===== src/rtl/hcbd_pkg.sv =====
package hcbd_pkg;

    localparam int SIZE_BITS_DEF = 32;

    localparam logic [1:0] ST_PAYLOAD   = 2'd0;
    localparam logic [1:0] ST_FINISHED  = 2'd1;
    localparam logic [1:0] ST_MALFORMED = 2'd2;

    typedef struct packed {
        logic [7:0] body_byte;
        logic       starts_body;
    } body_t;

    typedef struct packed {
        logic [7:0] payload_byte;
        logic [1:0] status;
    } result_t;

endpackage


===== src/rtl/http_chunked_body_decoder.sv =====
// Decodes an HTTP/1.1 chunked body, one byte per clock unless a held result
// stalls it. Each request on the body channel is registered, run through the
// parser and its result (if any) lands in the result register; a new byte can
// be taken every cycle unless a result waits on result_stall. Size-line
// and chunk-trailer bytes produce no result; payload bytes come out with
// status 0. A zero-size chunk gives status 1 and bad syntax or a size wider
// than SIZE_BITS gives status 2; both repeat for every further byte until a
// byte arrives with starts_body set.
module http_chunked_body_decoder
    import hcbd_pkg::*;
#(
    parameter int SIZE_BITS = SIZE_BITS_DEF
)
(
    input  logic    clk,
    input  logic    rst_n,
    input  logic    body_valid,
    output logic    body_stall,
    input  body_t   body,
    output logic    result_valid,
    input  logic    result_stall,
    output result_t result
);

    logic    in_valid_reg;
    body_t   in_data_reg;
    logic    result_valid_reg;
    result_t result_reg;

    logic    produced;
    result_t produced_res;
    logic    out_free;
    logic    advance;

    hcbd_parse #(
        .SIZE_BITS (SIZE_BITS)
    ) u_parse (
        .clk       (clk),
        .rst_n     (rst_n),
        .step      (advance),
        .item      (in_data_reg),
        .res_valid (produced),
        .res       (produced_res)
    );

    assign out_free   = !result_valid_reg || !result_stall;
    // bytes that yield no result never wait on the output side
    assign advance    = in_valid_reg && (out_free || !produced);
    assign body_stall = in_valid_reg && !advance;

    always_ff @(posedge clk or negedge rst_n)
    begin
        if (!rst_n)
        begin
            in_valid_reg <= 1'b0;
        end
        else if (!body_stall)
        begin
            in_valid_reg <= body_valid;
        end
    end

    always_ff @(posedge clk)
    begin
        if (!body_stall && body_valid)
        begin
            in_data_reg <= body;
        end
    end

    always_ff @(posedge clk or negedge rst_n)
    begin
        if (!rst_n)
        begin
            result_valid_reg <= 1'b0;
        end
        else if (advance && produced)
        begin
            result_valid_reg <= 1'b1;
        end
        else if (!result_stall)
        begin
            result_valid_reg <= 1'b0;
        end
    end

    always_ff @(posedge clk)
    begin
        if (advance && produced)
        begin
            result_reg <= produced_res;
        end
    end

    assign result_valid = result_valid_reg;
    assign result       = result_reg;

endmodule


===== src/rtl/hcbd_parse.sv =====
module hcbd_parse
    import hcbd_pkg::*;
#(
    parameter int SIZE_BITS = SIZE_BITS_DEF
)
(
    input  logic    clk,
    input  logic    rst_n,
    input  logic    step,
    input  body_t   item,
    output logic    res_valid,
    output result_t res
);

    typedef enum logic [2:0] {
        PH_START,
        PH_HEX,
        PH_EXT,
        PH_DATA,
        PH_TRAIL,
        PH_DONE,
        PH_BAD
    } phase_t;

    localparam logic [7:0] CH_CR    = 8'h0d;
    localparam logic [7:0] CH_LF    = 8'h0a;
    localparam logic [7:0] CH_SEMI  = 8'h3b;
    localparam logic [7:0] CH_SPACE = 8'h20;
    localparam logic [7:0] CH_TAB   = 8'h09;

    phase_t               phase_reg, phase_next, phase_cur;
    logic [SIZE_BITS-1:0] size_reg, size_next, size_cur;
    logic [SIZE_BITS-1:0] left_reg, left_next, left_cur;
    logic                 digits_reg, digits_next, digits_cur;
    logic                 ended_reg, ended_next, ended_cur;
    logic                 cr_reg, cr_next, cr_cur;
    logic [1:0]           trail_reg, trail_next, trail_cur;

    logic [7:0] c;
    logic       is_hex;
    logic [3:0] hex_val;
    logic       do_end;
    logic       do_bad;

    assign c = item.body_byte;

    always_comb
    begin
        is_hex  = 1'b1;
        hex_val = 4'd0;
        if (c >= 8'h30 && c <= 8'h39)
        begin
            hex_val = 4'(c - 8'h30);
        end
        else if (c >= 8'h61 && c <= 8'h66)
        begin
            hex_val = 4'(c - 8'h61 + 8'd10);
        end
        else if (c >= 8'h41 && c <= 8'h46)
        begin
            hex_val = 4'(c - 8'h41 + 8'd10);
        end
        else
        begin
            is_hex = 1'b0;
        end
    end

    // starts_body clears the parser before this byte
    always_comb
    begin
        if (item.starts_body)
        begin
            phase_cur  = PH_START;
            size_cur   = '0;
            left_cur   = '0;
            digits_cur = 1'b0;
            ended_cur  = 1'b0;
            cr_cur     = 1'b0;
            trail_cur  = 2'd0;
        end
        else
        begin
            phase_cur  = phase_reg;
            size_cur   = size_reg;
            left_cur   = left_reg;
            digits_cur = digits_reg;
            ended_cur  = ended_reg;
            cr_cur     = cr_reg;
            trail_cur  = trail_reg;
        end
    end

    always_comb
    begin
        phase_next  = phase_cur;
        size_next   = size_cur;
        left_next   = left_cur;
        digits_next = digits_cur;
        ended_next  = ended_cur;
        cr_next     = cr_cur;
        trail_next  = trail_cur;
        res_valid   = 1'b0;
        res.payload_byte = 8'd0;
        res.status       = ST_PAYLOAD;
        do_end = 1'b0;
        do_bad = 1'b0;

        case (phase_cur)
            PH_DONE:
            begin
                res_valid  = 1'b1;
                res.status = ST_FINISHED;
            end
            PH_BAD:
            begin
                res_valid  = 1'b1;
                res.status = ST_MALFORMED;
            end
            PH_DATA:
            begin
                left_next = left_cur - 1'b1;
                if (left_cur == SIZE_BITS'(1))
                begin
                    phase_next = PH_TRAIL;
                    trail_next = 2'd2;
                end
                res_valid        = 1'b1;
                res.payload_byte = c;
            end
            PH_TRAIL:
            begin
                trail_next = trail_cur - 1'b1;
                if (trail_cur == 2'd1)
                begin
                    phase_next  = PH_START;
                    size_next   = '0;
                    digits_next = 1'b0;
                    ended_next  = 1'b0;
                    cr_next     = 1'b0;
                end
            end
            PH_EXT:
            begin
                if (cr_cur && c == CH_LF)
                begin
                    do_end = 1'b1;
                end
                else
                begin
                    cr_next = (c == CH_CR);
                end
            end
            PH_START, PH_HEX:
            begin
                if (cr_cur)
                begin
                    if (c == CH_LF)
                    begin
                        do_end = 1'b1;
                    end
                    else
                    begin
                        do_bad = 1'b1;
                    end
                end
                else if (c == CH_CR)
                begin
                    if (phase_cur == PH_START)
                    begin
                        do_bad = 1'b1;
                    end
                    else
                    begin
                        cr_next = 1'b1;
                    end
                end
                else if (c == CH_SEMI)
                begin
                    if (phase_cur == PH_START)
                    begin
                        do_bad = 1'b1;
                    end
                    else
                    begin
                        phase_next = PH_EXT;
                    end
                end
                else
                begin
                    phase_next = PH_HEX;
                    if (c == CH_SPACE || c == CH_TAB)
                    begin
                        if (digits_cur)
                        begin
                            ended_next = 1'b1;
                        end
                    end
                    else if (!is_hex)
                    begin
                        do_bad = 1'b1;
                    end
                    else if (!ended_cur)
                    begin
                        digits_next = 1'b1;
                        // next shift would drop a set bit
                        if (size_cur[SIZE_BITS-1 -: 4] != 4'd0)
                        begin
                            do_bad = 1'b1;
                        end
                        else
                        begin
                            size_next = {size_cur[SIZE_BITS-5:0], hex_val};
                        end
                    end
                end
            end
            default:
            begin
                do_bad = 1'b1;
            end
        endcase

        if (do_end)
        begin
            digits_next = 1'b0;
            ended_next  = 1'b0;
            cr_next     = 1'b0;
            if (size_cur == '0)
            begin
                phase_next = PH_DONE;
                res_valid  = 1'b1;
                res.status = ST_FINISHED;
            end
            else
            begin
                left_next  = size_cur;
                phase_next = PH_DATA;
            end
        end

        if (do_bad)
        begin
            phase_next = PH_BAD;
            res_valid  = 1'b1;
            res.status = ST_MALFORMED;
        end
    end

    always_ff @(posedge clk or negedge rst_n)
    begin
        if (!rst_n)
        begin
            phase_reg  <= PH_START;
            size_reg   <= '0;
            left_reg   <= '0;
            digits_reg <= 1'b0;
            ended_reg  <= 1'b0;
            cr_reg     <= 1'b0;
            trail_reg  <= 2'd0;
        end
        else if (step)
        begin
            phase_reg  <= phase_next;
            size_reg   <= size_next;
            left_reg   <= left_next;
            digits_reg <= digits_next;
            ended_reg  <= ended_next;
            cr_reg     <= cr_next;
            trail_reg  <= trail_next;
        end
    end

endmodule

===== config.mk =====
export PLATFORM = sky130hd
export DESIGN_NAME = http_chunked_body_decoder
export DESIGN_NICKNAME = d
export VERILOG_FILES = /design/src/rtl/hcbd_pkg.sv /design/src/rtl/http_chunked_body_decoder.sv /design/src/rtl/hcbd_parse.sv
export SDC_FILE = /design/constraint.sdc
export NUM_CORES = 1
export LEC_CHECK = 0
export BUFFER_PORTS_ARGS = -buffer_cell sky130_fd_sc_hd__buf_2
export CORE_ASPECT_RATIO = 0.8
export CORE_MARGIN = 5
export CORE_UTILIZATION = 55
export CTS_CLUSTER_SIZE = 8
export DETAILED_ROUTE_END_ITERATION = 10
export PLACE_DENSITY = 0.78
export SLEW_MARGIN = 10
export SYNTH_ARGS = -nofsm -noshare
export SYNTH_HDL_FRONTEND = slang
export SYNTH_SLANG_ARGS = --single-unit

===== constraint.sdc =====
create_clock -name clk -period 6.1 [get_ports clk]
set_input_delay 1.525 -clock clk [delete_from_list [all_inputs] [get_ports clk]]
set_output_delay 1.525 -clock clk [all_outputs]
set_load 0.02 [all_outputs]

**Word-level counts from Yosys, hierarchy flattened**

Index checks and enable logic that the tools add are counted.

- Register bits: 93
- Input port bits: 13
- Output and inout bits: 12

- Mux-type cells: 84
- Eq/ne operators: 14
- Reductions and logical operators: 22
- $add $sub $neg: 7
- $lt $le $gt $ge: 6

Operator list:

| operator | number |
|---|---|
| two-way mux 32 bit | 13 |
| case mux 32 bit (2 select lines) | 1 |
| two-way mux 1 bit | 45 |
| equality test 32 x 1 -> 1 bit (second input constant) | 1 |
| zero test 32 bit | 1 |
| subtractor 32 x 1 -> 32 bit (second input constant) | 1 |
| two-way mux 3 bit | 10 |
| equality test 8 x 4 -> 1 bit (second input constant) | 3 |
| equality test 8 x 6 -> 1 bit (second input constant) | 2 |
| >= comparator 8 x 7 -> 1 bit (second input constant) | 2 |
| less-or-equal comparator 8 x 7 -> 1 bit (second input constant) | 2 |
| two-way mux 4 bit | 3 |
| subtractor 4 x 1 -> 4 bit (second input constant) | 3 |
| equality test 3 bit (second input constant) | 3 |
| case mux 3 bit (3 select lines) | 1 |
| adder 4 bit (second input constant) | 2 |
| >= comparator 8 x 6 -> 1 bit (second input constant) | 1 |
| less-or-equal comparator 8 x 6 -> 1 bit (second input constant) | 1 |
| logical AND 1 bit | 8 |
| two-way mux 2 bit | 4 |
| case mux 1 bit (2 select lines) | 4 |
| case mux 2 bit (2 select lines) | 2 |
| equality test 3 x 2 -> 1 bit (second input constant) | 2 |
| zero test 1 bit | 5 |
| 11 further kinds | 13 |

**Logic depth before layout (Yosys ltp)**

Gate-level depths: netlist (run 1).

- Depth after elaboration: 19
- Mapped depth: 13
- Depth with buffers taken out: 9

**Cells and area by module**

A second synthesis (run 1) with hierarchy kept.

- Cell total of the unflattened synthesis: 562
- Area, all modules: 5437.7 um^2

Modules (own cells, without submodules):

| module | times used | area an instance (um^2) | cells an instance |
|---|---|---|---|
| hcbd_parse | 1 | 4762.1 | 531 |
| http_chunked_body_decoder | 1 | 675.6 | 31 |

**Worst setup path after synthesis (run 1)**

Ideal clock, no wire load.

- Path kind: register -> output
- Start point: register in_data_reg[1] (netlist name)
- End point: output port body_stall
- Stages on the path, launching flop included: 8
- Path slack: 2.357 ns
- Arrival: 2.218 ns
- Required time: 4.575 ns
- Path buffers: 0
- Cell sequence: edfxtp_1 -> inv_1 -> ha_1 -> nor3b_1 -> a311oi_1 -> or2_1 -> a2111o_2 -> a31oi_1

- Word-level cells in the longest chain between the ends: 17
- Elaborated cells between the ends (all ways): 37
- Those cells by class: 6 x order compare; 5 x eq/ne; 16 x mux; 10 x reduce/logical

Ends and longest elaborated chain:

| what | RTL line | source |
|---|---|---|
| from (decl) | http_chunked_body_decoder.sv:26 | `body_t in_data_reg;` |
| from (signal assigned) | http_chunked_body_decoder.sv:67 | `in_data_reg <= body;` |
| >= comparator 8 x 7 -> 1 bit / less-or-equal comparator 8 x 7 -> 1 bit (equally long branches) | hcbd_parse.sv:59 | `else if (c >= 8'h41 && c <= 8'h46)` |
| logical AND 1 bit | hcbd_parse.sv:59 |  |
| two-way mux 1 bit | hcbd_parse.sv:59 |  |
| two-way mux 1 bit | hcbd_parse.sv:55 | `else if (c >= 8'h61 && c <= 8'h66)` |
| two-way mux 1 bit | hcbd_parse.sv:51 | `if (c >= 8'h30 && c <= 8'h39)` |
| two-way mux 1 bit | hcbd_parse.sv:199 | `else if (!is_hex)` |
| two-way mux 1 bit | hcbd_parse.sv:192 | `if (c == CH_SPACE \|\| c == CH_TAB)` |
| two-way mux 1 bit | hcbd_parse.sv:178 | `else if (c == CH_SEMI)` |
| two-way mux 1 bit | hcbd_parse.sv:167 | `else if (c == CH_CR)` |
| two-way mux 1 bit | hcbd_parse.sv:156 | `if (cr_cur)` |
| case mux 1 bit (2 select lines) | hcbd_parse.sv:109 | `case (phase_cur)` |
| two-way mux 1 bit * | hcbd_parse.sv:242 | `if (do_bad)` |
| zero test 1 bit * | http_chunked_body_decoder.sv:48 | `assign advance = in_valid_reg && (out_free \|\| !produced);` |
| logical OR 1 bit * | http_chunked_body_decoder.sv:48 |  |
| logical AND 1 bit * | http_chunked_body_decoder.sv:48 |  |
| zero test 1 bit * | http_chunked_body_decoder.sv:49 | `assign body_stall = in_valid_reg && !advance;` |
| logical AND 1 bit * | http_chunked_body_decoder.sv:49 |  |
| to (decl) | http_chunked_body_decoder.sv:18 | `output logic body_stall,` |

Mark *: on every way between the ends. The rest lies on a longest branch, timed or not.

**Worst setup path in the final report (run 1)**

Ends and elaborated chain as after synthesis.

==> results of run 1 <==
[final timing paths]
kind,startpoint,endpoint,cells after the start
max in group asynchronous,rst_n,u_parse.size_reg[9],1
worst max register to register,in_data_reg[1],u_parse.ended_reg,10
worst min register to register,u_parse.digits_reg,u_parse.digits_reg,1
worst min-delay path,u_parse.digits_reg,u_parse.digits_reg,1
min in group asynchronous,rst_n,in_valid_reg,1
worst max-delay path,in_data_reg[1],body_stall,8
[Yosys cell counts, types with 6 or more instances]
master / number
o21ai_0: 21
clkbuf_1: 26
nor4b_1: 6
o21ai_1: 16
nor3_1: 29
nand4_1: 23
or3_1: 15
a211o_1: 9
ha_1: 7
a22o_1: 30
nand2b_1: 6
dfrtp_1: 74
nor2_1: 39
nor4_1: 13
nand2_1: 49
o211ai_1: 8
nand3_1: 34
and2_1: 10
edfxtp_1: 19
a21oi_1: 37
nor2b_1: 9
a31oi_1: 8
[cell families (layout without fill, tap and decap cells)]
family          count (synthesis)  after routing  share of synthesized area
simple gates                  268            268                      0.267
compound gates                175            175                      0.224
flops                          93             93                      0.442
buf+inv                        46             48                     0.0429
fa+ha+maj                       7              7                     0.0160
xor+xnor                        3              3                    0.00479
mux                             2              2                    0.00388
[layout make-up]
type                       instances  area [sq um]  share of cell area
multi-input combinational        455          2830               0.478
sequential                        93          2420               0.409
clock buffer                      12           258              0.0435
tap                              136           170              0.0287
timing repair buffer              28           153              0.0258
clock inverter                     4          70.1              0.0118
inverter                           4          15.0             0.00254
[routing by layer]
layer,GRT usage,vias up,part of all wire
met4,0.0784,0,0.025
met5,0,-,0
met1,0.387,2487,0.44
met2,0.372,331,0.43
li1,-,2270,-
met3,0.0631,50,0.11
[report_power, final]
| part | internal (W) | total, W | switching [W] |
|---|---|---|---|
| Combinational | 0.000294 | 0.000823 | 0.000530 |
| Sequential | 0.000768 | 0.000944 | 0.000176 |
| Clock | 0.000383 | 0.000619 | 0.000236 |
[worst max-delay path: stages (launching register included)]
cell	delay [ns]
edfxtp_1	0.51
inv_1	0.15
ha_1	0.20
nor3b_1	0.25
a311oi_1	0.12
or2_1	0.29
a2111o_2	0.50
a31oi_1	0.27
buf_2	0.23
[metrics by stage]
step / instance area (sq um) / power (W) / hold slack, ns / utilization / cells
final: 5920 / 0.00239 / 0.492 / 0.611 / 732
after floorplan: 5490 / 0.00156 / 0.448 / - / 594
after global placement: 5590 / 0.00171 / 0.471 / 0.577 / 716
after detailed placement: 5590 / 0.00175 / 0.476 / 0.577 / 716
after global routing: 5920 / 0.00250 / 0.509 / 0.611 / 732
after CTS: 5920 / 0.00237 / 0.490 / 0.611 / 732
==> results.cfg, run 1 <==
[setup_path]
cp.arrival_ns = 2.87
ff2ff_setup_slack_ns = 2.14
worstSetupEndpointType = output pin
worstSetupPathType = reg -> out
worst_ep_required_time_ns = 4.58
startpoint_type = flip-flop
cp_max_fo = 7

[clock_network]
cts-buffers-inserted = 9
root_buffer = clkbuf_16
path_clk_slew_ns = 0.07
clk_path_buf_depth = 2
htreeDepth = 3
clk_latency_ns = 0.35
cts_hold_buf = 0
cts_tree = yes
postCtsResizedCells = 0
clock_sinks = 93
postCtsSetupBuffers = 0

[grt]
grt_max_degree = 75
grt_pass1_vias = 4638
grt_pass1_wl_mm = 24.8
grt.total_usage = 0.259
antenna_found_initial = 0
grt_overflow = 0

[synth]
syn_area_sq_um = 5490
synthesis.nets = 614
synth_warnings = 0
seq_area_frac_synth = 0.442
synth_cell_type_count = 71
synthCells = 594
synth_top_area_frac = 0.338
async_flop_share = 0.796
postSynthAreaPerCell_sq_um = 9.24
synth.area.top_cells = dfrtp_1 (34%), edfxtp_1 (10%), a22o_1 (4.8%)
synth-seq-cells = 93
synth_edf_count = 19
synth_ff_type = dfrtp_1
yosysTopAreaCell = dfrtp_1

[die]
ios = 25
die_h_um = 99.3
dieArea_sq_um = 12100
dieWidth_um = 122
start_util = 0.566
coreArea_sq_um = 9690
num_rows = 32

[routing]
first_pass_iters = 8
ant_nets = 0
drc = 0
drtIter0Drc = 1044
via_per_inst = 7.02
wire_per_inst_um = 21.0
dr_total_vias = 5138
finalWirelength_mm = 15.4

[pwr]
leakage_nw = 2.46
power_density_nw_per_um2 = 403
peakVddDrop_v = 0.000185

[placement]
gp_congestion = 0.975
dpl.hpwl_mm = 10.3
portBuffers = 24
dp_slack_ns = 2.11

[sta]
finalCriticalPeriod_ns = 4.39
clock-skew-final_ns = 0.00857
drv_slew = 0
setup_tns_ns = 0
worst_slew_pin_slew_ns = 1.23
rsz0062_at_grt = no
hold_violations = 0
setup_violations = 0
fmax_ghz = 0.228
worst_slack_ns = 1.71
post-route-period-util = 0.720
timing.slew.headroom = 0.176

[finish]
fill_cells = 825
mostFrequentLayoutCell = dfrtp_1
fin_nets = 611
drive_above_1_share = 0.0973
diodes = 0
area_growth_pct = 7.89
layout_common_cells = dfrtp_1 (74), nand2_1 (49), nor2_1 (38)

[job]
cap_viol_max_count = 0

[status]
status = finished clean

[hold_path]
hold_path.class = reg -> reg
No activity file was read; power rests on OpenSTA's default activity.
==> run 2: changes to the inputs <==
Settings changed: ABC_AREA set to 1, PLACE_DENSITY 0.78 to 0.81.
Clock period 6.1 ns to 4 ns, I/O delays scaled along.
==> results.cfg, run 2 <==
[status]
status = finished clean

[placement]
dpl.hpwl_mm = 16.3
portBuffers = 24
dp.cells = 1367
gp_congestion = 0.978

[synth]
synth_compound_area_frac = 0.0806
synth_ff_type = dfrtp_1
synth_edf_count = 19
postSynthAreaPerCell_sq_um = 6.11
synth_top_family_by_area = simple AND/OR/NAND/NOR gates
synth.area.top_cells = nand2_1 (26%), dfrtp_1 (25%), nand3_1 (9.3%)
synth_common_cells = nand2_1 (512), nand3_1 (138), nor2_1 (106)
synth_simple_gate_area_share = 0.475
synthesis.nets = 1231
synthCells = 1211
synthAdderAreaFrac = 0.0118
yosysTopAreaCell = nand2_1
synth_warnings = 0
seq_area_frac_synth = 0.327
syn_area_sq_um = 7400
synth_top_area_frac = 0.260
synth.most_common_cell = nand2_1
synth_cell_type_count = 37
synth-seq-cells = 93
synthMuxAreaShare = 0
synth-xor-area-share = 0.0106
async_flop_share = 0.796

[clock_network]
root_buffer = clkbuf_16
postCtsResizedCells = 0
cts_hold_buf = 0
postCtsSetupBuffers = 0
clk_path_buf_depth = 2
clk_latency_ns = 0.35
clock_sinks = 93
htreeDepth = 3
path_clk_slew_ns = 0.07
cts-buffers-inserted = 9
cts_tree = yes

[routing]
drtIter0Drc = 1255
ant_nets = 0
via_per_inst = 5.86
wire_per_inst_um = 16.8
dr_total_vias = 8099
drc = 0
finalWirelength_mm = 23.3
first_pass_iters = 6

[finish]
mostFrequentLayoutCell = nand2_1
layout_common_cells = nand2_1 (512), nand3_1 (138), nor2_1 (106)
fin_nets = 1223
final-seq-area_sq_um = 2420
drive_above_1_share = 0.0745
fill_cells = 1263
multi_input_area_sq_um = 4280
stdcell_count = 1383
diodes = 0
area_growth_pct = 5.64

[setup_path]
ff2ff_setup_slack_ns = 0.54
reg2reg_from = in_data_reg[1]
cp_max_fo = 5
worstSetupEndpointType = output pin
r2r-end = u_parse.left_reg[30]
startpoint_type = flip-flop
worst_ep_required_time_ns = 3.00
worstSetupPathType = reg -> out
rr_worst_depth = 14
cp.arrival_ns = 2.63

[die]
ios = 25
dieArea_sq_um = 15900
num_rows = 37
dieWidth_um = 140
die_h_um = 114
start_util = 0.569
coreArea_sq_um = 13000

[pwr]
power_frac_seq = 0.281
internal-power_w = 0.00259
leakage_nw = 4.54
peakVddDrop_v = 0.000412
power_frac_clock = 0.167
switchingPower_w = 0.00267
p_sw_frac = 0.508
power_frac_comb = 0.552
power_density_nw_per_um2 = 672

[sta]
worst_hold_slack_ns = 0.479
setup_violations = 0
fmax_ghz = 0.275
drv_slew = 0
finalCriticalPeriod_ns = 3.63
setup_tns_ns = 0
clock-skew-final_ns = 0.00701
hold_violations = 0
rsz0062_at_grt = no
worst_slew_pin_slew_ns = 0.979
post-route-period-util = 0.908
timing.slew.headroom = 0.348

[grt]
grt_pass1_wl_mm = 37.8
antenna_found_initial = 0
grt_pass1_vias = 7146
grt.total_usage = 0.293
grt_max_degree = 75
grt_overflow = 0

[hold_path]
hold_path_depth = 2
worstHoldStart = u_parse.digits_reg
hold_path.class = reg -> reg
hold_path_end = u_parse.digits_reg

[job]
cap_viol_max_count = 0
[run 2: worst max-delay path by stage]
stage	slack, ns	start	depth (start not counted)	endpoint
2_1_floorplan	0.94	in_data_reg[1]	12	body_stall
3_5_place_dp	0.69	in_data_reg[1]	14	u_parse.left_reg[30]
5_1_grt	0.22	in_data_reg[0]	12	body_stall
6_report	0.37	in_data_reg[1]	11	body_stall
4_1_cts	0.41	in_data_reg[0]	12	body_stall
3_3_place_gp	0.76	in_data_reg[0]	13	in_data_reg[8]
[run 2: cell type report]
| type | count | area share |
|---|---|---|
| multi-input combinational | 959 | 0.547 |
| sequential | 93 | 0.310 |
| inverter | 104 | 0.0502 |
| clock buffer | 11 | 0.0325 |
| tap | 175 | 0.0280 |
| timing repair buffer | 36 | 0.0272 |
| clock inverter | 5 | 0.00544 |
[run 2: power by group through the flow]
stage	logic [W]	clock network (W)	registers (W)
after floorplan	0.00218	0	0.00145
after global placement	0.00273	0	0.00148
after detailed placement	0.00280	0	0.00148
after CTS	0.00282	0.000886	0.00146
after global routing	0.00323	0.000926	0.00151
final	0.00290	0.000876	0.00148
[run 2: logic make-up (layout without fill, tap and decap cells)]
logic type	after synthesis	count (layout)
simple gates	826	826
xor+xnor	9	9
fa+ha+maj	7	7
compound gates	117	117
flops	93	93
buf+inv	159	156
[run 2: per-layer routing]
metal,up-vias,GRT usage,wire [um]
li1,3850,-,-
met2,530,0.398,9150
met3,52,0.0754,3200
met1,3667,0.454,10400
met5,-,0,0
met4,0,0.0872,537
[run 2: worst max-delay path, cell delays in order (launching register included)]
cell and delay [ns]:
edfxtp_1 0.47, inv_1 0.19, ha_1 0.27, inv_1 0.06, nor3_1 0.18, nand3_1 0.15, a21oi_1 0.38, a21oi_1 0.15
nand3_2 0.10, nand2_2 0.07, nor2_1 0.09, buf_2 0.18
[run 2: through the flow]
step           total power (W)   util  cell area (sq um)  worst slack (ns)
6_report               0.00525  0.601               7820             0.367
5_1_grt                0.00566  0.601               7820             0.225
4_1_cts                0.00517  0.601               7820             0.415
3_5_place_dp           0.00428  0.578               7520             0.692
3_3_place_gp           0.00421  0.578               7520             0.756
2_1_floorplan          0.00363      -               7400             0.944
